===== config.mk =====
export PLATFORM = sky130hd
export DESIGN_NAME = deadtime_comp_sector_vector
export DESIGN_NICKNAME = d
export VERILOG_FILES = /design/src/hw/rtl/dcsv_pkg.sv /design/src/hw/rtl/deadtime_comp_sector_vector.sv /design/src/hw/rtl/dcsv_cordic.sv /design/src/hw/rtl/dcsv_wrap.sv /design/src/hw/rtl/dcsv_sector.sv
export SDC_FILE = /design/constraint.sdc
export NUM_CORES = 2
export LEC_CHECK = 0
export ABC_AREA = 1
export BUFFER_PORTS_ARGS = -buffer_cell sky130_fd_sc_hd__buf_2
export CORE_MARGIN = 5
export CORE_UTILIZATION = 45
export CTS_CLUSTER_SIZE = 25
export DETAILED_ROUTE_END_ITERATION = 16
export HOLD_SLACK_MARGIN = 0.05
export SLEW_MARGIN = 15
export SYNTH_ARGS = -nofsm -noshare
export SYNTH_HDL_FRONTEND = slang
export SYNTH_HIERARCHICAL = 1
export SYNTH_SLANG_ARGS = --single-unit

===== constraint.sdc =====
create_clock -name clk -period 33.3 [get_ports clk]
set_input_delay 3.33 -clock clk [delete_from_list [all_inputs] [get_ports clk]]
set_output_delay 3.33 -clock clk [all_outputs]
set_load 0.1 [all_outputs]

===== src/hw/rtl/dcsv_pkg.sv =====
`timescale 1ns / 1ps
`default_nettype none

package dcsv_pkg;

  // CORDIC x/y width: the 32-bit inputs, one bit for negation and room for the CORDIC gain
  localparam int CORDIC_XW = 35;

  // Angle and coefficient constants, in units of 1e-9
  localparam logic [63:0] PI_NANO     = 64'd3141592654;
  localparam logic [63:0] TWO_PI_NANO = 64'd6283185308;
  localparam logic [63:0] B1_NANO     = 64'd523598775;
  localparam logic [63:0] B2_NANO     = 64'd1570796327;
  localparam logic [63:0] B3_NANO     = 64'd2617993878;
  localparam logic [63:0] SIN60_NANO  = 64'd866667000;

  // atan(2^-i) in Q32
  localparam logic [31:0] ATAN_Q32 [0:30] = '{
    32'd3373259426, 32'd1991351318, 32'd1052175346, 32'd534100635, 32'd268086748,
    32'd134174063, 32'd67103403, 32'd33553749, 32'd16777131, 32'd8388597,
    32'd4194303, 32'd2097152, 32'd1048576, 32'd524288, 32'd262144, 32'd131072,
    32'd65536, 32'd32768, 32'd16384, 32'd8192, 32'd4096, 32'd2048, 32'd1024, 32'd512,
    32'd256, 32'd128, 32'd64, 32'd32, 32'd16, 32'd8, 32'd4
  };

  // Compensation amplitude and its 0.866667 product, both 31-bit unsigned
  typedef struct packed {
    logic [30:0] mag;
    logic [30:0] s60;
  } dcsv_comp_t;

  // Round a constant given in units of 1e-9 to a fixed-point value with frac fraction bits
  function automatic logic [63:0] nano_to_q(input logic [63:0] n, input int frac);
    return (n * (64'd1 << frac) + 64'd500000000) / 64'd1000000000;
  endfunction

  // CORDIC step angle rounded half up from Q32 to frac fraction bits
  function automatic logic [31:0] atan_q(input int i, input int frac);
    logic [63:0] t;
    int          sh;
    sh = 32 - frac;
    t  = {32'd0, ATAN_Q32[5'(i)]};
    return 32'((t + (64'd1 << (sh - 1))) >> sh);
  endfunction

endpackage

`default_nettype wire


===== src/hw/rtl/deadtime_comp_sector_vector.sv =====
`timescale 1ns / 1ps
`default_nettype none

// Dead-time compensation vector selector. Each transfer on the in_ channel carries the d and
// q stator currents and the rotor electrical angle (signed, FRAC_BITS fraction bits). The
// block finds the current-vector angle atan2(q, d) with a pipelined CORDIC of ATAN_ITERATIONS
// micro-rotations, adds the rotor angle, wraps the sum into (-pi, pi] by any number of whole
// turns and picks one of six 60-degree sectors centred on the phase axes. The out_ channel
// returns the wrapped angle (low 27 bits) and the alpha/beta compensation voltages, i.e. the
// configured amplitude times the sector's unit vector. Exactly one result per input, in order.
// The pipeline takes one transfer every clock while in_stall is low. It has W turn-removal
// stages, W = max(FRAC_BITS + 3, 26) - FRAC_BITS - 1. The whole pipeline advances together:
// in_stall is high exactly while a result sits on the out_ channel under out_stall. The
// amplitude register is written through cfg_ (always ready, reset 0); write it only while
// the block is idle.

module deadtime_comp_sector_vector #(
  parameter int FRAC_BITS       = 24,
  parameter int ATAN_ITERATIONS = 24
) (
  input  wire logic               clk,
  input  wire logic               rst_n,

  input  wire logic               in_valid,
  output logic                    in_stall,
  input  wire logic signed [31:0] in_current_d,
  input  wire logic signed [31:0] in_current_q,
  input  wire logic signed [26:0] in_rotor_angle,

  output logic                    out_valid,
  input  wire logic               out_stall,
  output logic signed [26:0]      out_current_angle,
  output logic signed [31:0]      out_comp_alpha,
  output logic signed [31:0]      out_beta_comp,

  input  wire logic               cfg_valid,
  output logic                    cfg_ready,
  input  wire logic [30:0]        cfg_comp_magnitude
);

  localparam int ZW = FRAC_BITS + 4;
  localparam int AW = ((FRAC_BITS + 3 > 26) ? FRAC_BITS + 3 : 26) + 2;

  localparam logic [FRAC_BITS-1:0] SIN60_Q =
    FRAC_BITS'(dcsv_pkg::nano_to_q(dcsv_pkg::SIN60_NANO, FRAC_BITS));

  // Pipeline enable: hold everything while the output transfer is blocked
  logic en;
  assign en       = !(out_valid && out_stall);
  assign in_stall = !en;

  // Configuration: amplitude register mag_r and its 0.866667 product s60_r, registered from mag_r
  logic [30:0]             mag_r;
  logic [30:0]             s60_r;
  logic [30+FRAC_BITS:0]   s60_prod;
  dcsv_pkg::dcsv_comp_t    comp;

  assign cfg_ready = 1'b1;
  assign s60_prod  = mag_r * SIN60_Q;

  always_ff @(posedge clk) begin
    if (!rst_n) begin
      mag_r <= '0;
      s60_r <= '0;
    end else begin
      if (cfg_valid) begin
        mag_r <= cfg_comp_magnitude;
      end
      s60_r <= s60_prod[FRAC_BITS +: 31];
    end
  end

  assign comp.mag = mag_r;
  assign comp.s60 = s60_r;

  // CORDIC -> angle sum and wrap -> sector selection and output register
  logic                 cor_valid;
  logic signed [ZW-1:0] cor_z;
  logic signed [26:0]   cor_rot;
  logic                 wrap_valid;
  logic signed [AW-1:0] wrap_angle;

  dcsv_cordic #(
    .FRAC_BITS       (FRAC_BITS),
    .ATAN_ITERATIONS (ATAN_ITERATIONS)
  ) u_cordic (
    .clk       (clk),
    .rst_n     (rst_n),
    .en        (en),
    .in_valid  (in_valid),
    .in_d      (in_current_d),
    .in_q      (in_current_q),
    .in_rot    (in_rotor_angle),
    .out_valid (cor_valid),
    .out_z     (cor_z),
    .out_rot   (cor_rot)
  );

  dcsv_wrap #(
    .FRAC_BITS (FRAC_BITS)
  ) u_wrap (
    .clk       (clk),
    .rst_n     (rst_n),
    .en        (en),
    .in_valid  (cor_valid),
    .in_z      (cor_z),
    .in_rot    (cor_rot),
    .out_valid (wrap_valid),
    .out_angle (wrap_angle)
  );

  dcsv_sector #(
    .FRAC_BITS (FRAC_BITS)
  ) u_sector (
    .clk       (clk),
    .rst_n     (rst_n),
    .en        (en),
    .in_valid  (wrap_valid),
    .in_angle  (wrap_angle),
    .comp      (comp),
    .out_valid (out_valid),
    .out_angle (out_current_angle),
    .out_alpha (out_comp_alpha),
    .out_beta  (out_beta_comp)
  );

endmodule

`default_nettype wire


===== src/hw/rtl/dcsv_cordic.sv =====
`timescale 1ns / 1ps
`default_nettype none

module dcsv_cordic #(
  parameter int FRAC_BITS       = 24,
  parameter int ATAN_ITERATIONS = 24
) (
  input  wire logic                        clk,
  input  wire logic                        rst_n,
  input  wire logic                        en,
  input  wire logic                        in_valid,
  input  wire logic signed [31:0]          in_d,
  input  wire logic signed [31:0]          in_q,
  input  wire logic signed [26:0]          in_rot,
  output logic                             out_valid,
  output logic signed [FRAC_BITS+3:0]      out_z,
  output logic signed [26:0]               out_rot
);

  localparam int XW = dcsv_pkg::CORDIC_XW;
  localparam int ZW = FRAC_BITS + 4;
  localparam int N  = ATAN_ITERATIONS;

  localparam logic signed [ZW-1:0] PI_Z = ZW'(dcsv_pkg::nano_to_q(dcsv_pkg::PI_NANO, FRAC_BITS));

  logic                 vld_r  [0:N];
  logic signed [XW-1:0] x_r    [0:N];
  logic signed [XW-1:0] y_r    [0:N];
  logic signed [ZW-1:0] z_r    [0:N];
  logic signed [26:0]   rot_r  [0:N];
  logic                 zero_r [0:N];

  // Pre-rotation: fold the left half-plane onto the right one
  logic signed [XW-1:0] d_ext, q_ext;
  logic signed [XW-1:0] x0_nxt, y0_nxt;
  logic signed [ZW-1:0] z0_nxt;

  assign d_ext = XW'(in_d);
  assign q_ext = XW'(in_q);

  always_comb begin
    if (in_d[31]) begin
      x0_nxt = -d_ext;
      y0_nxt = -q_ext;
      z0_nxt = in_q[31] ? -PI_Z : PI_Z;
    end else begin
      x0_nxt = d_ext;
      y0_nxt = q_ext;
      z0_nxt = '0;
    end
  end

  always_ff @(posedge clk) begin
    if (!rst_n) begin
      vld_r[0] <= 1'b0;
    end else if (en) begin
      vld_r[0] <= in_valid;
    end
  end

  always_ff @(posedge clk) begin
    if (en) begin
      x_r[0]    <= x0_nxt;
      y_r[0]    <= y0_nxt;
      z_r[0]    <= z0_nxt;
      rot_r[0]  <= in_rot;
      zero_r[0] <= (in_d == '0) && (in_q == '0);
    end
  end

  // One micro-rotation per stage
  for (genvar i = 0; i < N; i++) begin : g_stage
    localparam logic signed [ZW-1:0] ATAN_I = ZW'(dcsv_pkg::atan_q(i, FRAC_BITS));

    logic signed [XW-1:0] xs, ys;
    logic signed [XW-1:0] x_nxt, y_nxt;
    logic signed [ZW-1:0] z_nxt;

    assign xs = x_r[i] >>> i;
    assign ys = y_r[i] >>> i;

    always_comb begin
      if (!y_r[i][XW-1]) begin
        x_nxt = x_r[i] + ys;
        y_nxt = y_r[i] - xs;
        z_nxt = z_r[i] + ATAN_I;
      end else begin
        x_nxt = x_r[i] - ys;
        y_nxt = y_r[i] + xs;
        z_nxt = z_r[i] - ATAN_I;
      end
    end

    always_ff @(posedge clk) begin
      if (!rst_n) begin
        vld_r[i+1] <= 1'b0;
      end else if (en) begin
        vld_r[i+1] <= vld_r[i];
      end
    end

    always_ff @(posedge clk) begin
      if (en) begin
        x_r[i+1]    <= x_nxt;
        y_r[i+1]    <= y_nxt;
        z_r[i+1]    <= z_nxt;
        rot_r[i+1]  <= rot_r[i];
        zero_r[i+1] <= zero_r[i];
      end
    end
  end

  // Zero current vector has angle zero
  assign out_valid = vld_r[N];
  assign out_z     = zero_r[N] ? '0 : z_r[N];
  assign out_rot   = rot_r[N];

  // x starts non-negative and only grows; a sign flip means the datapath overflowed
  assert property (@(posedge clk) disable iff (!rst_n)
    vld_r[N] |-> !x_r[N][XW-1])
    else $error("cordic x went negative");

endmodule

`default_nettype wire


===== src/hw/rtl/dcsv_wrap.sv =====
`timescale 1ns / 1ps
`default_nettype none

module dcsv_wrap #(
  parameter int FRAC_BITS = 24
) (
  input  wire logic                                             clk,
  input  wire logic                                             rst_n,
  input  wire logic                                             en,
  input  wire logic                                             in_valid,
  input  wire logic signed [FRAC_BITS+3:0]                      in_z,
  input  wire logic signed [26:0]                               in_rot,
  output logic                                                  out_valid,
  output logic signed [((FRAC_BITS + 3 > 26) ? FRAC_BITS + 3 : 26) + 1:0] out_angle
);

  localparam int AW = ((FRAC_BITS + 3 > 26) ? FRAC_BITS + 3 : 26) + 2;
  // Binary search steps for the number of whole turns to remove
  localparam int J  = AW - FRAC_BITS - 3;

  localparam logic signed [AW-1:0] PI_A  = AW'(dcsv_pkg::nano_to_q(dcsv_pkg::PI_NANO, FRAC_BITS));
  localparam logic signed [AW-1:0] TPI_A =
    AW'(dcsv_pkg::nano_to_q(dcsv_pkg::TWO_PI_NANO, FRAC_BITS));
  localparam logic signed [AW:0]   PI_E  = (AW+1)'(PI_A);

  logic                 vld_r [0:J];
  logic signed [AW-1:0] a_r   [0:J];
  logic                 up_r  [0:J];
  logic                 dn_r  [0:J];

  logic                 out_valid_r;
  logic signed [AW-1:0] angle_r;

  logic signed [AW-1:0] sum_nxt;
  logic signed [AW-1:0] angle_nxt;

  // Raw angle and direction of the wrap
  assign sum_nxt = AW'(in_z) + AW'(in_rot);

  always_ff @(posedge clk) begin
    if (!rst_n) begin
      vld_r[0] <= 1'b0;
    end else if (en) begin
      vld_r[0] <= in_valid;
    end
  end

  always_ff @(posedge clk) begin
    if (en) begin
      a_r[0]  <= sum_nxt;
      up_r[0] <= sum_nxt > PI_A;
      dn_r[0] <= sum_nxt <= -PI_A;
    end
  end

  // Remove 2^j turns while the angle stays outside the far bound
  for (genvar s = 0; s < J; s++) begin : g_step
    localparam int JS = J - 1 - s;
    localparam logic signed [AW:0] STEP =
      (AW+1)'(dcsv_pkg::nano_to_q(dcsv_pkg::TWO_PI_NANO, FRAC_BITS) << JS);

    logic signed [AW:0]   a_ext, cand_up, cand_dn;
    logic signed [AW-1:0] a_nxt;

    assign a_ext   = (AW+1)'(a_r[s]);
    assign cand_up = a_ext - STEP;
    assign cand_dn = a_ext + STEP;

    always_comb begin
      a_nxt = a_r[s];
      if (up_r[s] && (cand_up > PI_E)) begin
        a_nxt = cand_up[AW-1:0];
      end else if (dn_r[s] && (cand_dn <= -PI_E)) begin
        a_nxt = cand_dn[AW-1:0];
      end
    end

    always_ff @(posedge clk) begin
      if (!rst_n) begin
        vld_r[s+1] <= 1'b0;
      end else if (en) begin
        vld_r[s+1] <= vld_r[s];
      end
    end

    always_ff @(posedge clk) begin
      if (en) begin
        a_r[s+1]  <= a_nxt;
        up_r[s+1] <= up_r[s];
        dn_r[s+1] <= dn_r[s];
      end
    end
  end

  // One more turn lands the angle inside the half-open interval
  always_comb begin
    if (up_r[J]) begin
      angle_nxt = a_r[J] - TPI_A;
    end else if (dn_r[J]) begin
      angle_nxt = a_r[J] + TPI_A;
    end else begin
      angle_nxt = a_r[J];
    end
  end

  always_ff @(posedge clk) begin
    if (!rst_n) begin
      out_valid_r <= 1'b0;
    end else if (en) begin
      out_valid_r <= vld_r[J];
    end
  end

  always_ff @(posedge clk) begin
    if (en) begin
      angle_r <= angle_nxt;
    end
  end

  assign out_valid = out_valid_r;
  assign out_angle = angle_r;

  assert property (@(posedge clk) disable iff (!rst_n)
    vld_r[J] |-> !(up_r[J] && dn_r[J]))
    else $error("wrap requested in both directions");

  assert property (@(posedge clk) disable iff (!rst_n)
    out_valid_r |-> (angle_r <= PI_A + 1) && (angle_r >= -PI_A - 1))
    else $error("wrapped angle outside one turn");

endmodule

`default_nettype wire


===== src/hw/rtl/dcsv_sector.sv =====
`timescale 1ns / 1ps
`default_nettype none

module dcsv_sector #(
  parameter int FRAC_BITS = 24
) (
  input  wire logic                                                  clk,
  input  wire logic                                                  rst_n,
  input  wire logic                                                  en,
  input  wire logic                                                  in_valid,
  input  wire logic signed [((FRAC_BITS + 3 > 26) ? FRAC_BITS + 3 : 26) + 1:0] in_angle,
  input  wire dcsv_pkg::dcsv_comp_t                                  comp,
  output logic                                                       out_valid,
  output logic signed [26:0]                                         out_angle,
  output logic signed [31:0]                                         out_alpha,
  output logic signed [31:0]                                         out_beta
);

  localparam int AW = ((FRAC_BITS + 3 > 26) ? FRAC_BITS + 3 : 26) + 2;

  localparam logic signed [AW-1:0] B1 = AW'(dcsv_pkg::nano_to_q(dcsv_pkg::B1_NANO, FRAC_BITS));
  localparam logic signed [AW-1:0] B2 = AW'(dcsv_pkg::nano_to_q(dcsv_pkg::B2_NANO, FRAC_BITS));
  localparam logic signed [AW-1:0] B3 = AW'(dcsv_pkg::nano_to_q(dcsv_pkg::B3_NANO, FRAC_BITS));

  logic                out_valid_r;
  logic signed [26:0]  angle_r;
  logic signed [31:0]  alpha_r, beta_r;

  logic signed [31:0]  mag, half, s60;
  logic signed [31:0]  alpha_nxt, beta_nxt;

  assign mag  = {1'b0, comp.mag};
  assign half = {2'b0, comp.mag[30:1]};
  assign s60  = {1'b0, comp.s60};

  always_comb begin
    if (in_angle <= B1 && in_angle > -B1) begin
      alpha_nxt = mag;
      beta_nxt  = '0;
    end else if (in_angle <= B2 && in_angle > B1) begin
      alpha_nxt = half;
      beta_nxt  = s60;
    end else if (in_angle <= B3 && in_angle > B2) begin
      alpha_nxt = -half;
      beta_nxt  = s60;
    end else if (in_angle > B3 || in_angle <= -B3) begin
      alpha_nxt = -mag;
      beta_nxt  = '0;
    end else if (in_angle <= -B2) begin
      alpha_nxt = -half;
      beta_nxt  = -s60;
    end else begin
      alpha_nxt = half;
      beta_nxt  = -s60;
    end
  end

  always_ff @(posedge clk) begin
    if (!rst_n) begin
      out_valid_r <= 1'b0;
    end else if (en) begin
      out_valid_r <= in_valid;
    end
  end

  always_ff @(posedge clk) begin
    if (en) begin
      angle_r <= in_angle[26:0];
      alpha_r <= alpha_nxt;
      beta_r  <= beta_nxt;
    end
  end

  assign out_valid = out_valid_r;
  assign out_angle = angle_r;
  assign out_alpha = alpha_r;
  assign out_beta  = beta_r;

  // A nonzero beta only comes with a half-amplitude alpha
  assert property (@(posedge clk) disable iff (!rst_n)
    out_valid_r && (beta_r != '0) |-> (alpha_r[31] == alpha_r[30]))
    else $error("full-amplitude alpha in an oblique sector");

endmodule

`default_nettype wire

Word level (Yosys, flattened, before mapping)
Memory sizes are Yosys's and may differ from the RTL's. A register that Yosys moved wholly into a read port is not among the register bits.
Index checks and enable logic that the tools add are counted.
Widths: inputs -> output; s select.
- output and inout bits: 94
- flip-flop bits (word level): 183
- memories kept: 10
- RAM bits: 3271
- latch bits: 0
- ROM bits: 0
- input bits: 127
- logic and storage cells: 333
- memories (name ; depth ; width ; read ports ; clocked after memory_dff ; write ports ; RTL line ; RTL):
    u_cordic.x_r ; 25 ; 35 ; 24 ; 0 ; 25 ; dcsv_cordic.sv:27 ; logic signed [XW-1:0] x_r [0:N];
    u_cordic.y_r ; 25 ; 35 ; 24 ; 0 ; 25 ; dcsv_cordic.sv:28 ; logic signed [XW-1:0] y_r [0:N];
    u_cordic.z_r ; 25 ; 28 ; 17 ; 0 ; 25 ; dcsv_cordic.sv:29 ; logic signed [ZW-1:0] z_r [0:N];
    u_cordic.rot_r ; 25 ; 27 ; 25 ; 0 ; 25 ; dcsv_cordic.sv:30 ; logic signed [26:0] rot_r [0:N];
    u_wrap.a_r ; 3 ; 29 ; 3 ; 0 ; 3 ; dcsv_wrap.sv:27 ; logic signed [AW-1:0] a_r [0:J];
    u_cordic.vld_r ; 25 ; 1 ; 25 ; 0 ; 25 ; dcsv_cordic.sv:26 ; logic vld_r [0:N];
    +4 memories ; n/a ; n/a ; n/a ; n/a ; n/a ; n/a ;
- reductions and logical operators: 16
- bitwise gates (word level): 28
- equality and inequality tests: 0
- mux-type cells: 115
- add/subtract/negate cells: 139
- divide/modulo/power cells: 0
- $lt $le $gt $ge: 15
- shift operators: 0
- multipliers: 1
- operators by type and width (cell ; number):
    $mux 35 ; 50
    $mux 28 ; 19
    $mux 29 ; 6
    $mux 31 ; 5
    $mux 32 ; 3
    $le 29x27->1 const B ; 3
    $add 35x12->35 ; 2
    $add 35x13->35 ; 2
    $add 35x14->35 ; 2
    $add 35x15->35 ; 2
    $add 35x16->35 ; 2
    $add 35x17->35 ; 2
    $add 35x18->35 ; 2
    $add 35x19->35 ; 2
    $add 35x20->35 ; 2
    $add 35x21->35 ; 2
    $add 35x22->35 ; 2
    $add 35x23->35 ; 2
    $add 35x24->35 ; 2
    $add 35x25->35 ; 2
    $add 35x26->35 ; 2
    $add 35x27->35 ; 2
    $add 35x28->35 ; 2
    $add 35x29->35 ; 2
    other kinds (86) ; 192

Logic depth before layout (Yosys ltp)
- depth after elaboration: 6
- mapped depth: 28
- mapped depth without buffers: 28

Modules after synthesis
The synthesis kept the hierarchy.
- modules (own cells, without submodules) (module ; instances ; cells an instance ; sequential area each (um2) ; area an instance (um2)):
    dcsv_cordic ; 1 ; 785 ; 21010.2 ; 21456.8
    deadtime_comp_sector_vector ; 1 ; 2120 ; 1241.2 ; 18053.6
    dcsv_wrap ; 1 ; 2253 ; 3763.6 ; 13805.7
    dcsv_sector ; 1 ; 1217 ; 2752.6 ; 7898.8

Least setup slack after synthesis
No wires, ideal clock.
- path type: in2out
- from: input port out_stall
- to: output port in_stall
- slack: -0.691 ns
- arrival: 30.661 ns
- stages: 2
- buffers on the path: 0
- path through: nand2_1 -> inv_1
- word-level cells in the longest chain between the ends: 1
- ends and longest elaborated chain (what ; RTL line ; RTL):
    start: declaration ; deadtime_comp_sector_vector.sv:31 ; input wire logic out_stall,
    $logic_and 1x1->1 ; deadtime_comp_sector_vector.sv:49 ; assign en = !(out_valid && out_stall);
    end: declaration ; deadtime_comp_sector_vector.sv:25 ; output logic in_stall,
Every way passes these cells.

Worst setup path in the final report
Ends and elaborated chain as after synthesis.

==> out/results.tsv <==
stage	metric	value	unit
worst_setup_path	Worst Path Required	29.97	ns
grt	first-pass GRT wire length	243000	microns
placed_design	post-detail-place hpwl	121000	microns
synth	Post-synth EDFFs	914	
routing	DR iter-0 viols	3287	
cts	clk buf depth	3	
worst_setup_path	most used cell, CP	buf_2	
layout	layout cell share with drive strength beyond 1	7.72	%
synth	ys async rst share	0	%
worst_setup_path	Startpoint Class	input pin	
die	area of the die	144000	sq um
die	chip width	379	microns
layout	Area Growth Syn to Fin	9.50	%
cts	postcts setup bufs	0	
layout	Multi-input gate area	27300	sq um
die	core area	135000	sq um
synth	post-synthesis sequential area ratio	47.0	%
worst_setup_path	slowest stage delay, CP	0.44	ns
synth	Synth Cell Area	61200	sq um
worst_setup_path	CP Cell Sequence	buf_2 > nand2_8 > inv_1 > buf_2	
sta	final setup violation count	0	
sta	Tcrit/Tclk final	23.5	%
cts	clock root buffer	clkbuf_16	
status	status	complete, no violations	
sta	Final Max Tran Viols	0	
cts	post-CTS sizing	0	
placed_design	Placed Cells	8225	
sta	minimum clock period	7.83	ns
sta	worst slew pin tran	1.22	ns
sta	RSZ-0062 raised after global routing	no	
grt	GRT Util Overall	22.0	%
sta	fmax	0.128	GHz
routing	WL/cell	18.6	microns
worst_setup_path	Setup CP Type	input pin to output port	
grt	vias in the first global route	42500	
grt	initial antenna violation count	5	
placed_design	PortBufs	155	
cts	latest clock arrival within the worst-skew pair	0.75	ns
worst_setup_path	Crit. End Element	output port	
sta	Layout Skew	0.0777	ns
layout	# nets final	7351	
layout	Ant. Diodes	0	
worst_setup_path	Critical-path top delay cell	buf_2	
routing	M1 WL	69000	microns
die	I/O pins	221	
sta	Hold WS	0.372	ns
layout	storage element area	28800	sq um
flow_run	Max Cap Viol	0	
routing	drc violations	0	
grt	largest net degree at the start of global routing	209	
routing	DRT Wirelength	157000	microns
cts	CTS HTree Levels	3	
sta	endpoints failing hold	0	
synth	Syn. warnings	6	
worst_hold_path	Hold/Removal Path Class	flop to flop	
worst_setup_path	Worst Path Arrival	4.50	ns
synth	synthesized area per cell	9.60	sq um
synth	leading register cell type out of synthesis	edfxtp_1	
cts	CTS buffer count	101	
sta	headroom to the max-slew limit	18.9	%
cts	# hold bufs at CTS	0	
synth	Syn Inst Count	6375	
layout	commonest non-fill, non-tap cell in the layout	nand2_1	
die	# rows	135	
synth	Cell variety after synth	64	
die	Die Span Y	379	microns
cts	CTS sink cnt	980	
synth	Seq cells post-synth	980	
layout	commonest non-fill, non-tap cells in the layout	nand2_1, inv_1, edfxtp_1	
layout	Cell Count, Final, Fillers Out	8409	
sta	setup_tns	0	ns
routing	DRT Pass-1 Iters	8	
cts	TritonCTS clock tree	done	
cts	Worst-path clk slew	0.06	ns
routing	via count	42900	
routing	Routed Antenna Nets	0	
die	Starting Density	45.2	%
placed_design	RD Place Congestion	0.933	
routing	wire length on met3	9990	microns
worst_setup_path	crit path max fanout	113	
routing	post-DR vias/cell	5.11	
grt	GRT Residual Overflow	0	
layout	Fillers	12600	
routing	DR top layer	met5	
routing	met2 wire length	73100	microns
-- final timing paths --
kind	slack, ns	endpoint	start	depth (start not counted)
worst max-delay path	25.47	in_stall	out_stall	4
worst min-delay path	0.37	u_cordic/rot_r[3][37]	u_cordic/rot_r[3][10]	0
worst max register to register	26.15	s60_r[9]	mag_r[13]	22
worst min register to register	0.37	u_cordic/rot_r[3][37]	u_cordic/rot_r[3][10]	0
-- state kept, by name (all words and copies together) (netlist names), 3 cells and up --
name / cells
s60_r: 31
mag_r: 31
u_sector/out_angle: 27
u_sector/out_alpha: 32
u_wrap/vld_r: 3
u_wrap/out_angle: 29
u_cordic/rot_r: 675
u_cordic/vld_r: 25
u_wrap/dn_r: 3
u_wrap/a_r: 87
u_sector/out_beta: 32
u_wrap/up_r: 3
-- layer usage --
| layer | vias to the layer above | track usage (%) |
|---|---|---|
| met3 | 272 | 3.66 |
| li1 | 20900 | - |
| met5 | - | 0 |
| met1 | 20600 | 30.3 |
| met4 | 2 | 6.65 |
| met2 | 1159 | 36.1 |
-- Yosys cell counts (all sizes together) (97+ instances only) --
| cell | instances | share of area, % |
|---|---|---|
| o21ai | 178 | 1.5 |
| ha | 298 | 6.1 |
| buf | 114 | 1.3 |
| nand4 | 97 | 0.99 |
| nand3 | 488 | 4.1 |
| edfxtp | 914 | 45 |
| xor2 | 130 | 1.9 |
| a21oi | 212 | 1.8 |
| inv | 1141 | 7.0 |
| fa | 379 | 12 |
| nor2 | 722 | 4.7 |
| nand2 | 1376 | 8.6 |
-- logic make-up (layout without fill, tap and decap cells) --
family | after synthesis | count (layout) | share of synthesized area [%]
AOI/OAI and AO/OA | 458 | 458 | 4.08
xor gates and xnor gates | 151 | 151 | 2.16
adders and majority gates | 677 | 677 | 18.5
buffers and inverters | 1298 | 1524 | 8.55
DFF | 980 | 980 | 47.0
other | 2 | 29 | 0.0123
and+or+nand+nor | 2809 | 2809 | 19.7
-- area by class of cell --
class,count,share of cell area (%)
clock buffers,124,3.91
clock inverters,60,1.04
well taps,1781,3.32
flip-flops and latches,980,42.9
multi-input cells,4124,40.8
repair buffers,193,1.60
inverters,1147,6.43
-- critical path, delay by kind of cell --
kind / cells / cell delay [ns]
and+or+nand+nor: 1 / 0.36
buffers and inverters: 3 / 0.73
-- stage by stage --
stage | worst slack, ns | cell area [sq um] | util (%)
detailed placement | 25.09 | 63700 | 47.1
global route | 25.30 | 67000 | 49.5
finish | 25.47 | 67000 | 49.5
global placement | 25.21 | 63700 | 47.1
floorplan | 11.13 | 61300 | -
CTS | 25.40 | 67000 | 49.5
Power is not shown: default switching activity piles up to over one toggle a cycle in this logic, so the estimate is an artifact.
